$ cat config.mk
export PLATFORM = sky130hd
export DESIGN_NAME = merkle_inclusion_root
export DESIGN_NICKNAME = d
export VERILOG_FILES = /design/src/sv/mir_pkg.sv /design/src/sv/merkle_inclusion_root.sv /design/src/sv/mir_sha_core.sv
export SDC_FILE = /design/constraint.sdc
export NUM_CORES = 2
export LEC_CHECK = 0
export ABC_AREA = 1
export BUFFER_PORTS_ARGS = -buffer_cell sky130_fd_sc_hd__buf_2
export CAP_MARGIN = 10
export CELL_PAD_IN_SITES_DETAIL_PLACEMENT = 1
export CELL_PAD_IN_SITES_GLOBAL_PLACEMENT = 1
export CORE_MARGIN = 1.5
export CORE_UTILIZATION = 50
export DETAILED_ROUTE_END_ITERATION = 6
export GPL_TIMING_DRIVEN = 0
export PLACE_DENSITY = 0.79
export SLEW_MARGIN = 30
export SYNTH_ARGS = -nofsm -noshare
export SYNTH_HDL_FRONTEND = slang
export SYNTH_SLANG_ARGS = --single-unit
$ cat constraint.sdc
create_clock -name clock -period 29.1 [get_ports clock]
set_input_delay 5.82 -clock clock [delete_from_list [all_inputs] [get_ports clock]]
set_output_delay 5.82 -clock clock [all_outputs]
set_load 0.01 [all_outputs]
$ cat src/sv/mir_pkg.sv
// Package: shared types, constants and SHA-256 functions for the Merkle root block.
`timescale 1ns / 1ps
package mir_pkg;

   localparam int MaxLevelsDefault = 64;

   typedef enum logic [1:0] {
      CMD_LEAF   = 2'd0,
      CMD_SIB    = 2'd1,
      CMD_FINISH = 2'd2,
      CMD_BAD    = 2'd3
   } cmd_type;

   typedef enum logic [1:0] {
      ST_OK    = 2'd0,
      ST_SHORT = 2'd1,
      ST_ERR   = 2'd2
   } status_type;

   localparam logic CSR_LEAF_POS  = 1'b0;
   localparam logic CSR_TREE_SIZE = 1'b1;

   typedef enum logic [2:0] {
      S_IDLE,
      S_LOAD,
      S_ROUND,
      S_ADD,
      S_EMIT
   } state_type;

   // start / first flag between controller and compression unit
   typedef struct packed {
      logic start;
      logic first;
   } hctl_type;

   typedef logic [31:0] k_table_type [64];

   localparam k_table_type ShaK = '{
      32'h428a2f98, 32'h71374491, 32'hb5c0fbcf, 32'he9b5dba5,
      32'h3956c25b, 32'h59f111f1, 32'h923f82a4, 32'hab1c5ed5,
      32'hd807aa98, 32'h12835b01, 32'h243185be, 32'h550c7dc3,
      32'h72be5d74, 32'h80deb1fe, 32'h9bdc06a7, 32'hc19bf174,
      32'he49b69c1, 32'hefbe4786, 32'h0fc19dc6, 32'h240ca1cc,
      32'h2de92c6f, 32'h4a7484aa, 32'h5cb0a9dc, 32'h76f988da,
      32'h983e5152, 32'ha831c66d, 32'hb00327c8, 32'hbf597fc7,
      32'hc6e00bf3, 32'hd5a79147, 32'h06ca6351, 32'h14292967,
      32'h27b70a85, 32'h2e1b2138, 32'h4d2c6dfc, 32'h53380d13,
      32'h650a7354, 32'h766a0abb, 32'h81c2c92e, 32'h92722c85,
      32'ha2bfe8a1, 32'ha81a664b, 32'hc24b8b70, 32'hc76c51a3,
      32'hd192e819, 32'hd6990624, 32'hf40e3585, 32'h106aa070,
      32'h19a4c116, 32'h1e376c08, 32'h2748774c, 32'h34b0bcb5,
      32'h391c0cb3, 32'h4ed8aa4a, 32'h5b9cca4f, 32'h682e6ff3,
      32'h748f82ee, 32'h78a5636f, 32'h84c87814, 32'h8cc70208,
      32'h90befffa, 32'ha4506ceb, 32'hbef9a3f7, 32'hc67178f2
   };

   localparam logic [255:0] ShaInit = {
      32'h6a09e667, 32'hbb67ae85, 32'h3c6ef372, 32'ha54ff53a,
      32'h510e527f, 32'h9b05688c, 32'h1f83d9ab, 32'h5be0cd19
   };

   function automatic logic [31:0] rotr(input logic [31:0] x, input int n);
      return (x >> n) | (x << (32 - n));
   endfunction

endpackage

$ cat src/sv/merkle_inclusion_root.sv
// Top level: RFC 6962 inclusion-proof root folding with a shared SHA-256 unit.
`timescale 1ns / 1ps
// Usage:
//  Write leaf_position (index 0) and tree_size (index 1) over the csr_ channel
//  while idle. Then issue commands with start while busy is low:
//  four leaf words (cmd 0), then four words per sibling (cmd 1), then finish
//  (cmd 2). Each word is taken when start is high while busy is low. The fourth
//  word of a sibling starts a fold: a load state, then two 64-round
//  compressions on the shared SHA-256 unit, each with a start state and a
//  wait for done; busy stays high until the fold has ended.
//  Finish emits four root words on rsp_ from the emit state entered once it is taken,
//  marked by rsp_valid, rsp_is_last on the fourth; busy is high meanwhile.
//  The receiver cannot stall: each word is shown for one cycle only.
//  Synchronous reset clears control state but for the swap and status registers;
//  configuration returns to leaf_position 0, tree_size 1. No clearing pass is needed.
module merkle_inclusion_root #(
   parameter int MAX_PROOF_LEVELS = mir_pkg::MaxLevelsDefault
) (
   input  logic        clock,
   input  logic        reset,
   input  logic        start,
   output logic        busy,
   input  logic [1:0]  req_cmd,
   input  logic [63:0] req_hash_word,
   input  logic        csr_valid,
   output logic        csr_ready,
   input  logic        csr_index,
   input  logic [62:0] csr_data,
   output logic        rsp_valid,
   output logic [63:0] rsp_root_word,
   output logic        rsp_is_last,
   output logic [1:0]  rsp_status
);
   import mir_pkg::*;

   logic [62:0] pos_ff, size_ff;
   logic [63:0] run_ff [4];
   logic [63:0] sib_ff [4];
   logic [1:0]  wc_ff, wc_in;
   logic [6:0]  lvl_ff, lvl_in;
   logic        leaf_ff, leaf_in, err_ff, err_in;
   logic        blk_ff, blk_in;
   logic        swap_ff, swap_in;
   logic [1:0]  ec_ff, ec_in;
   logic [1:0]  st_ff, st_in;
   state_type   state_ff, state_in;
   hctl_type    hctl;
   logic        hdone;
   logic [255:0] digest;
   logic [511:0] blk;
   logic [255:0] lft, rgt;
   logic [62:0]  xv;
   logic [6:0]   ipl;
   logic         acc;

   assign csr_ready = 1'b1;
   assign busy = state_ff != S_IDLE;
   assign acc = start && !busy;

   // bit length of position xor (size - 1)
   always_comb begin
      xv  = pos_ff ^ (size_ff - 63'd1);
      ipl = '0;
      for (int i = 0; i < 63; i++)
         if (xv[i]) ipl = 7'(i + 1);
   end

   // message blocks of 0x01 || left || right with padding for 520 bits
   always_comb begin
      lft = {run_ff[0], run_ff[1], run_ff[2], run_ff[3]};
      rgt = {sib_ff[0], sib_ff[1], sib_ff[2], sib_ff[3]};
      if (swap_ff) begin
         lft = {sib_ff[0], sib_ff[1], sib_ff[2], sib_ff[3]};
         rgt = {run_ff[0], run_ff[1], run_ff[2], run_ff[3]};
      end
      if (!blk_ff)
         blk = {8'h01, lft, rgt[255:8]};
      else
         blk = {rgt[7:0], 8'h80, 480'd0, 16'h0208};
   end

   // command sequencer
   always_comb begin
      state_in = state_ff;
      wc_in = wc_ff; lvl_in = lvl_ff; leaf_in = leaf_ff; err_in = err_ff;
      blk_in = blk_ff; swap_in = swap_ff; ec_in = ec_ff; st_in = st_ff;
      hctl = '{start: 1'b0, first: 1'b0};
      case (state_ff)
         S_IDLE: begin
            if (acc) begin
               case (cmd_type'(req_cmd))
                  CMD_LEAF: begin
                     if (leaf_ff) err_in = 1'b1;
                     else begin
                        wc_in = wc_ff + 2'd1;
                        if (wc_ff == 2'd3) leaf_in = 1'b1;
                     end
                  end
                  CMD_SIB: begin
                     if (!leaf_ff) err_in = 1'b1;
                     else begin
                        wc_in = wc_ff + 2'd1;
                        if (wc_ff == 2'd3) begin
                           if (32'(lvl_ff) >= MAX_PROOF_LEVELS) err_in = 1'b1;
                           else state_in = S_LOAD;
                        end
                     end
                  end
                  CMD_FINISH: begin
                     if (err_ff || !leaf_ff || wc_ff != 2'd0) st_in = ST_ERR;
                     else if (ipl > lvl_ff) st_in = ST_SHORT;
                     else st_in = ST_OK;
                     ec_in = '0;
                     state_in = S_EMIT;
                  end
                  default: err_in = 1'b1;
               endcase
            end
         end
         S_LOAD: begin
            swap_in = !(lvl_ff < ipl && pos_ff[lvl_ff[5:0]] == 1'b0);
            blk_in = 1'b0;
            state_in = S_ROUND;
         end
         S_ROUND: begin
            hctl = '{start: 1'b1, first: !blk_ff};
            state_in = S_ADD;
         end
         S_ADD: begin
            if (hdone) begin
               if (!blk_ff) begin
                  blk_in = 1'b1;
                  state_in = S_ROUND;
               end else begin
                  lvl_in = lvl_ff + 7'd1;
                  state_in = S_IDLE;
               end
            end
         end
         S_EMIT: begin
            ec_in = ec_ff + 2'd1;
            if (ec_ff == 2'd3) begin
               wc_in = '0; lvl_in = '0; leaf_in = 1'b0; err_in = 1'b0;
               state_in = S_IDLE;
            end
         end
         default: state_in = S_IDLE;
      endcase
   end

   mir_sha_core u_core (
      .clock  (clock),
      .reset  (reset),
      .ctl    (hctl),
      .block  (blk),
      .done   (hdone),
      .digest (digest)
   );

   always_ff @(posedge clock) begin
      if (reset) begin
         state_ff <= S_IDLE;
         wc_ff <= '0; lvl_ff <= '0; leaf_ff <= 1'b0; err_ff <= 1'b0;
         blk_ff <= 1'b0; ec_ff <= '0;
         pos_ff <= '0; size_ff <= 63'd1;
      end else begin
         state_ff <= state_in;
         wc_ff <= wc_in; lvl_ff <= lvl_in; leaf_ff <= leaf_in; err_ff <= err_in;
         blk_ff <= blk_in; ec_ff <= ec_in;
         if (csr_valid && csr_ready) begin
            if (csr_index == CSR_LEAF_POS) pos_ff <= csr_data;
            else size_ff <= csr_data;
         end
      end
      swap_ff <= swap_in;
      st_ff <= st_in;
      // hash word stores
      if (state_ff == S_IDLE && acc && cmd_type'(req_cmd) == CMD_LEAF && !leaf_ff)
         run_ff[wc_ff] <= req_hash_word;
      if (state_ff == S_IDLE && acc && cmd_type'(req_cmd) == CMD_SIB && leaf_ff)
         sib_ff[wc_ff] <= req_hash_word;
      if (state_ff == S_ADD && hdone && blk_ff) begin
         run_ff[0] <= digest[255:192];
         run_ff[1] <= digest[191:128];
         run_ff[2] <= digest[127:64];
         run_ff[3] <= digest[63:0];
      end
   end

   assign rsp_valid     = state_ff == S_EMIT;
   assign rsp_root_word = (st_ff == ST_OK) ? run_ff[ec_ff] : 64'd0;
   assign rsp_is_last   = ec_ff == 2'd3;
   assign rsp_status    = st_ff;

`ifndef ASSERT_OFF
   a_lvl_cap : assert property (@(posedge clock) disable iff (reset)
      32'(lvl_ff) <= MAX_PROOF_LEVELS)
      else $error("level counter beyond limit");
   a_emit_four : assert property (@(posedge clock) disable iff (reset)
      rsp_valid && rsp_is_last |=> !rsp_valid)
      else $error("extra root word");
   a_clear_after_finish : assert property (@(posedge clock) disable iff (reset)
      rsp_valid && rsp_is_last |=> lvl_ff == 7'd0 && !leaf_ff && !err_ff)
      else $error("state not cleared after finish");
`endif
endmodule

$ cat src/sv/mir_sha_core.sv
// SHA-256 compression unit: one round per cycle over a 16-word schedule window.
`timescale 1ns / 1ps
module mir_sha_core (
   input  logic              clock,
   input  logic              reset,
   input  mir_pkg::hctl_type ctl,
   input  logic [511:0]      block,
   output logic              done,
   output logic [255:0]      digest
);
   import mir_pkg::*;

   logic [255:0] h_ff, h_in;
   logic [255:0] v_ff, v_in;
   logic [511:0] w_ff, w_in;
   logic [5:0]   rnd_ff, rnd_in;
   logic         run_ff, run_in;
   logic         done_ff, done_in;

   logic [31:0] a, b, c, d, e, f, g, hh, t1, t2, wi, s0, s1, wn;

   // one round and one schedule step
   always_comb begin
      {a, b, c, d, e, f, g, hh} = v_ff;
      wi = w_ff[511:480];
      t1 = hh + (rotr(e, 6) ^ rotr(e, 11) ^ rotr(e, 25)) + ((e & f) ^ (~e & g))
           + ShaK[rnd_ff] + wi;
      t2 = (rotr(a, 2) ^ rotr(a, 13) ^ rotr(a, 22)) + ((a & b) ^ (a & c) ^ (b & c));
      s0 = rotr(w_ff[479:448], 7) ^ rotr(w_ff[479:448], 18) ^ (w_ff[479:448] >> 3);
      s1 = rotr(w_ff[63:32], 17) ^ rotr(w_ff[63:32], 19) ^ (w_ff[63:32] >> 10);
      wn = wi + s0 + w_ff[223:192] + s1;

      h_in    = h_ff;
      v_in    = v_ff;
      w_in    = w_ff;
      rnd_in  = rnd_ff;
      run_in  = run_ff;
      done_in = 1'b0;
      if (ctl.start) begin
         h_in   = ctl.first ? ShaInit : h_ff;
         v_in   = ctl.first ? ShaInit : h_ff;
         w_in   = block;
         rnd_in = '0;
         run_in = 1'b1;
      end else if (run_ff) begin
         v_in   = {t1 + t2, a, b, c, d + t1, e, f, g};
         w_in   = {w_ff[479:0], wn};
         rnd_in = rnd_ff + 6'd1;
         if (rnd_ff == 6'd63) begin
            run_in  = 1'b0;
            done_in = 1'b1;
            h_in = {h_ff[255:224] + t1 + t2, h_ff[223:192] + a, h_ff[191:160] + b,
                    h_ff[159:128] + c, h_ff[127:96] + d + t1, h_ff[95:64] + e,
                    h_ff[63:32] + f, h_ff[31:0] + g};
         end
      end
   end

   always_ff @(posedge clock) begin
      if (reset) begin
         run_ff  <= 1'b0;
         done_ff <= 1'b0;
         rnd_ff  <= '0;
      end else begin
         run_ff  <= run_in;
         done_ff <= done_in;
         rnd_ff  <= rnd_in;
      end
      h_ff <= h_in;
      v_ff <= v_in;
      w_ff <= w_in;
   end

   assign done   = done_ff;
   assign digest = h_ff;

`ifndef ASSERT_OFF
   a_done_after_last : assert property (@(posedge clock) disable iff (reset)
      run_ff && !ctl.start && rnd_ff == 6'd63 |=> done_ff)
      else $error("done missing after round 63");
   a_no_start_busy : assert property (@(posedge clock) disable iff (reset)
      run_ff |-> !ctl.start)
      else $error("compression restarted while running");
   a_done_idle : assert property (@(posedge clock) disable iff (reset)
      done_ff |-> !run_ff)
      else $error("done while still running");
`endif
endmodule
==> reports/qor.txt <==
CRITICAL PATH
--------------------------------------------------------------------------------------------------------
Largest fanout of any net on the critical path                                                        20
Launch instance of the worst register-to-register path                                      u_core.rnd_ff[2]$_SDFFE_PP0P_
Worst path most repeated cell                                                               sky130_fd_sc_hd__nand2_1
Logic depth of the worst register-to-register path                                                    56
Worst stage delay on the critical path                                                           1090 ps
WP data arrival                                                                                 13570 ps
Type of element launching the critical path                                                     register
CP max-delay cell                                                                           sky130_fd_sc_hd__nor2_1
Slack of the worst reg-to-reg path                                                              16140 ps
Worst reg2reg endpoint                                                                      u_core.digest[127]$_DFFE_PP_
Count of buffer and inverter cells on the critical path                                               11
Critical path's top delay family                                                            simple AND/OR/NAND/NOR gates
Data required time of the critical path                                                         29700 ps
First element of the critical path                                                          u_core.rnd_ff[2]$_SDFFE_PP0P_
Classification of the worst setup path                                                      register to register
Element type at the critical path end                                                           register

CELLS AND AREA
--------------------------------------------------------------------------------------------------------
Sequential cell area                                                                         49300 sq um
Commonest non-fill, non-tap cells in the layout                                             sky130_fd_sc_hd__nand2_1 (2180), sky130_fd_sc_hd__o21ai_0 (1809), sky130_fd_sc_hd__edfxtp_1 (1539)
Final Core Density                                                                                 56.9%
Most common cell after layout, fill and taps aside                                          sky130_fd_sc_hd__nand2_1
Layout Cells excl Fill                                                                             14600
Count of filler cells inserted in the layout                                                       23100
Share of post-route cells with drive strength above 1                                              7.07%
Area growth from synthesis to layout                                                               12.9%
Net count, final                                                                                   12500
Multi-input combinational cell area                                                          45800 sq um

STA
--------------------------------------------------------------------------------------------------------
RSZ-0062 raised after global routing                                                                  no
Post-layout min period                                                                          12960 ps
Finish-stage setup viols                                                                               0
Transition at the pin with the smallest max-transition slack                                     1520 ps
Final max-slew violation count                                                                        11
Post-route fraction of the period consumed by the critical path                                    44.5%
Post-route clock skew                                                                            96.6 ps
Final hold viol count                                                                                  0
Relative slew slack                                                                               -1.61%
Minimum setup slack in the final design                                                         16140 ps
Max frequency                                                                                   77.1 MHz

YOSYS
--------------------------------------------------------------------------------------------------------
Async set-reset flop share out of synthesis                                                           0%
Summed instance area of the synthesized netlist                                             102000 sq um
Synth Area per Inst                                                                           9.10 sq um
Top area cells in the synthesized netlist                                                   sky130_fd_sc_hd__edfxtp_1 (45%), sky130_fd_sc_hd__o21ai_0 (8.9%), sky130_fd_sc_hd__nand2_1 (8.0%)
Primary flip-flop cell chosen by synthesis mapping                                          sky130_fd_sc_hd__edfxtp_1
Flip-flop and latch count after synthesis                                                           1692
Yosys warnings                                                                                         0
Count of different cell masters after synthesis                                                       75
Count of flip-flops with a built-in enable after synthesis                                          1539
Instance count of the mapped netlist                                                               11200
Post-synthesis net count                                                                           12000
Portion of the post-synthesis area used by sequential elements                                     48.4%
Library cell with the largest summed area after synthesis                                   sky130_fd_sc_hd__edfxtp_1
Area share of the largest cell type after synthesis                                                45.4%

FLOORPLANNING
--------------------------------------------------------------------------------------------------------
DIE AREA                                                                                    206000 sq um
Standard cell core area                                                                     202000 sq um
Num rows                                                                                             165
Number of ports placed on the die boundary                                                           204
Starting utilization of the core area                                                              50.4%
Floorplan die height                                                                         454 microns
Die Width                                                                                    454 microns

HOLD PATH
--------------------------------------------------------------------------------------------------------
Cell count of the worst hold path                                                                      2
Worst hold endpoint                                                                         err_ff$_SDFFE_PP0P_
Startpoint of the most critical hold path                                                   err_ff$_SDFFE_PP0P_
Hold/Removal Path Class                                                                     register to register

PLACED DESIGN
--------------------------------------------------------------------------------------------------------
Worst slack, placed                                                                             16110 ps
Placer Congestion                                                                                   1.11
Total placed cells including tap cells                                                             14200
Detailed placer's ending HPWL                                                               434000 microns
Port Buffer Count                                                                                    201

GRT
--------------------------------------------------------------------------------------------------------
GR Overflow Total                                                                                      0
Initial antenna violation count                                                                      101
Overall global routing resource usage                                                              52.5%
Global-route wire length before repair                                                      749000 microns
Maximum number of pins on one net before global-route repair                                          51
Via count of the first global-routing pass                                                         98200

CLOCK TREE
--------------------------------------------------------------------------------------------------------
Post-CTS clock slew at the launch and capture registers of the worst setup and hold paths          60 ps
Clock net sink count                                                                                1692
Quantity of gates resized following cts                                                                0
Master cell of the clock root buffer                                                        sky130_fd_sc_hd__clkbuf_16
Clock Latency Late Sink                                                                           920 ps
Cts-stage hold buffer count                                                                            0
Post-CTS Setup Bufs                                                                                    0
CTS Buffer Depth                                                                                       3
TritonCTS clock tree                                                                                 yes
Number of buffers added by the clock tree synthesis step                                             190
Number of levels in the clock H-tree                                                                   4

DRT
--------------------------------------------------------------------------------------------------------
Wire length per cell after detailed routing                                                 37.8 microns
Post-detailed-route DRC marker count                                                                   6
Post-detailed-route count of antenna-violating nets                                                    0
Detailed-route wire length                                                                  550000 microns
Detailed router's first-iteration violation count                                                  15600
Via count of the routed design                                                                     97700
TritonRoute pass-1 iters                                                                               7
Via count normalized by instance count                                                              6.71

RUN
--------------------------------------------------------------------------------------------------------
Max-capacitance violation count                                                                        1

STATUS
--------------------------------------------------------------------------------------------------------
Violations in the final reports                                                             design-rule violations, max-capacitance violations, max-slew violations
Status                                                                                      finished with violations

metrics by stage:
stage               hold slack (ps)  instance area, sq um  TNS (ps)
floorplan                       437                102000         0
global placement                460                106000  -5295790
detailed placement              467                108000         0
CTS                             484                115000         0
global route                    532                115000         0
finish                          488                115000         0
registers in the layout, summed over array words and instances (netlist names), named ones only:
register       count
leaf_ff            1
err_ff             1
sib_ff           256
ec_ff              2
u_core.v_ff      256
u_core.done        1
u_core.rnd_ff      6
u_core.digest    256
blk_ff             1
size_ff           63
pos_ff            63
state_ff           3
lvl_ff             7
u_core.w_ff      512
swap_ff            1
wc_ff              2
run_ff           256
rsp_status         2
u_core.run_ff      1
cells in the mapped netlist, types with 47 or more instances:
cell type,number
sky130_fd_sc_hd__a21oi_1,579
sky130_fd_sc_hd__clkbuf_1,494
sky130_fd_sc_hd__dfxtp_1,153
sky130_fd_sc_hd__edfxtp_1,1539
sky130_fd_sc_hd__fa_1,227
sky130_fd_sc_hd__ha_1,445
sky130_fd_sc_hd__inv_1,1292
sky130_fd_sc_hd__mux2i_1,130
sky130_fd_sc_hd__nand2_1,2182
sky130_fd_sc_hd__nand3_1,136
sky130_fd_sc_hd__nor2_1,831
sky130_fd_sc_hd__nor3_1,54
sky130_fd_sc_hd__o211ai_1,47
sky130_fd_sc_hd__o21ai_0,1813
sky130_fd_sc_hd__o22ai_1,125
sky130_fd_sc_hd__o31ai_1,69
sky130_fd_sc_hd__o32ai_1,76
sky130_fd_sc_hd__xnor2_1,207
sky130_fd_sc_hd__xor2_1,329
worst register-to-register path, delay by kind of cell, from the launching register on:
| kind | cells | cell delay [ps] |
|---|---|---|
| AO/OA/AOI/OAI | 15 | 3010 |
| XOR/XNOR | 3 | 1040 |
| adder cells (fa/ha/maj) | 6 | 2590 |
| buffers and inverters | 11 | 2220 |
| flip-flops | 1 | 710 |
| AND/OR/NAND/NOR | 21 | 3200 |
logic make-up (layout without fill, tap and decap cells):
family          Yosys count  in the layout  synth area share [%]
buf+inv                1863           2511                  6.94
fa+ha+maj               672            672                  9.92
simple gates           3333           3333                  13.0
other cells               1             45               0.00368
compound gates         2968           2968                  15.9
flops                  1692           1692                  48.4
mux                     130            130                  1.28
xor+xnor                536            536                  4.61
layer usage:
layer	vias to the layer above	wire length, microns	part of all wire (%)	track usage (%)
li1	39200	-	-	-
met1	47900	183000	33	60.8
met2	8072	230000	42	76.4
met3	2468	77800	14	19.2
met4	56	58900	11	45.9
met5	-	422	0.077	0
how the worst max path moves through the flow:
stage / depth (start not counted) / slack (ps) / endpoint
after floorplan: 5 / 8730 / u_core.digest[0]$_DFFE_PP_
after global placement: 6 / -6150 / u_core.digest[156]$_DFFE_PP_
after detailed placement: 56 / 16110 / u_core.digest[127]$_DFFE_PP_
after CTS: 55 / 16120 / u_core.digest[127]$_DFFE_PP_
after global routing: 56 / 15780 / u_core.digest[127]$_DFFE_PP_
final: 56 / 16140 / u_core.digest[127]$_DFFE_PP_
final cells by class:
type	instances	area share, %
inverters	1310	4.27
flip-flops and latches	1692	42.8
repair buffers	303	2.64
diodes	44	0.0957
clock inverters	108	1.06
plain buffers	553	2.02
well taps	2672	2.91
multi-input cells	7640	39.8
clock buffers	237	4.39
Power is not shown: default switching activity piles up to over one toggle a cycle in this logic, so the estimate is an artifact.
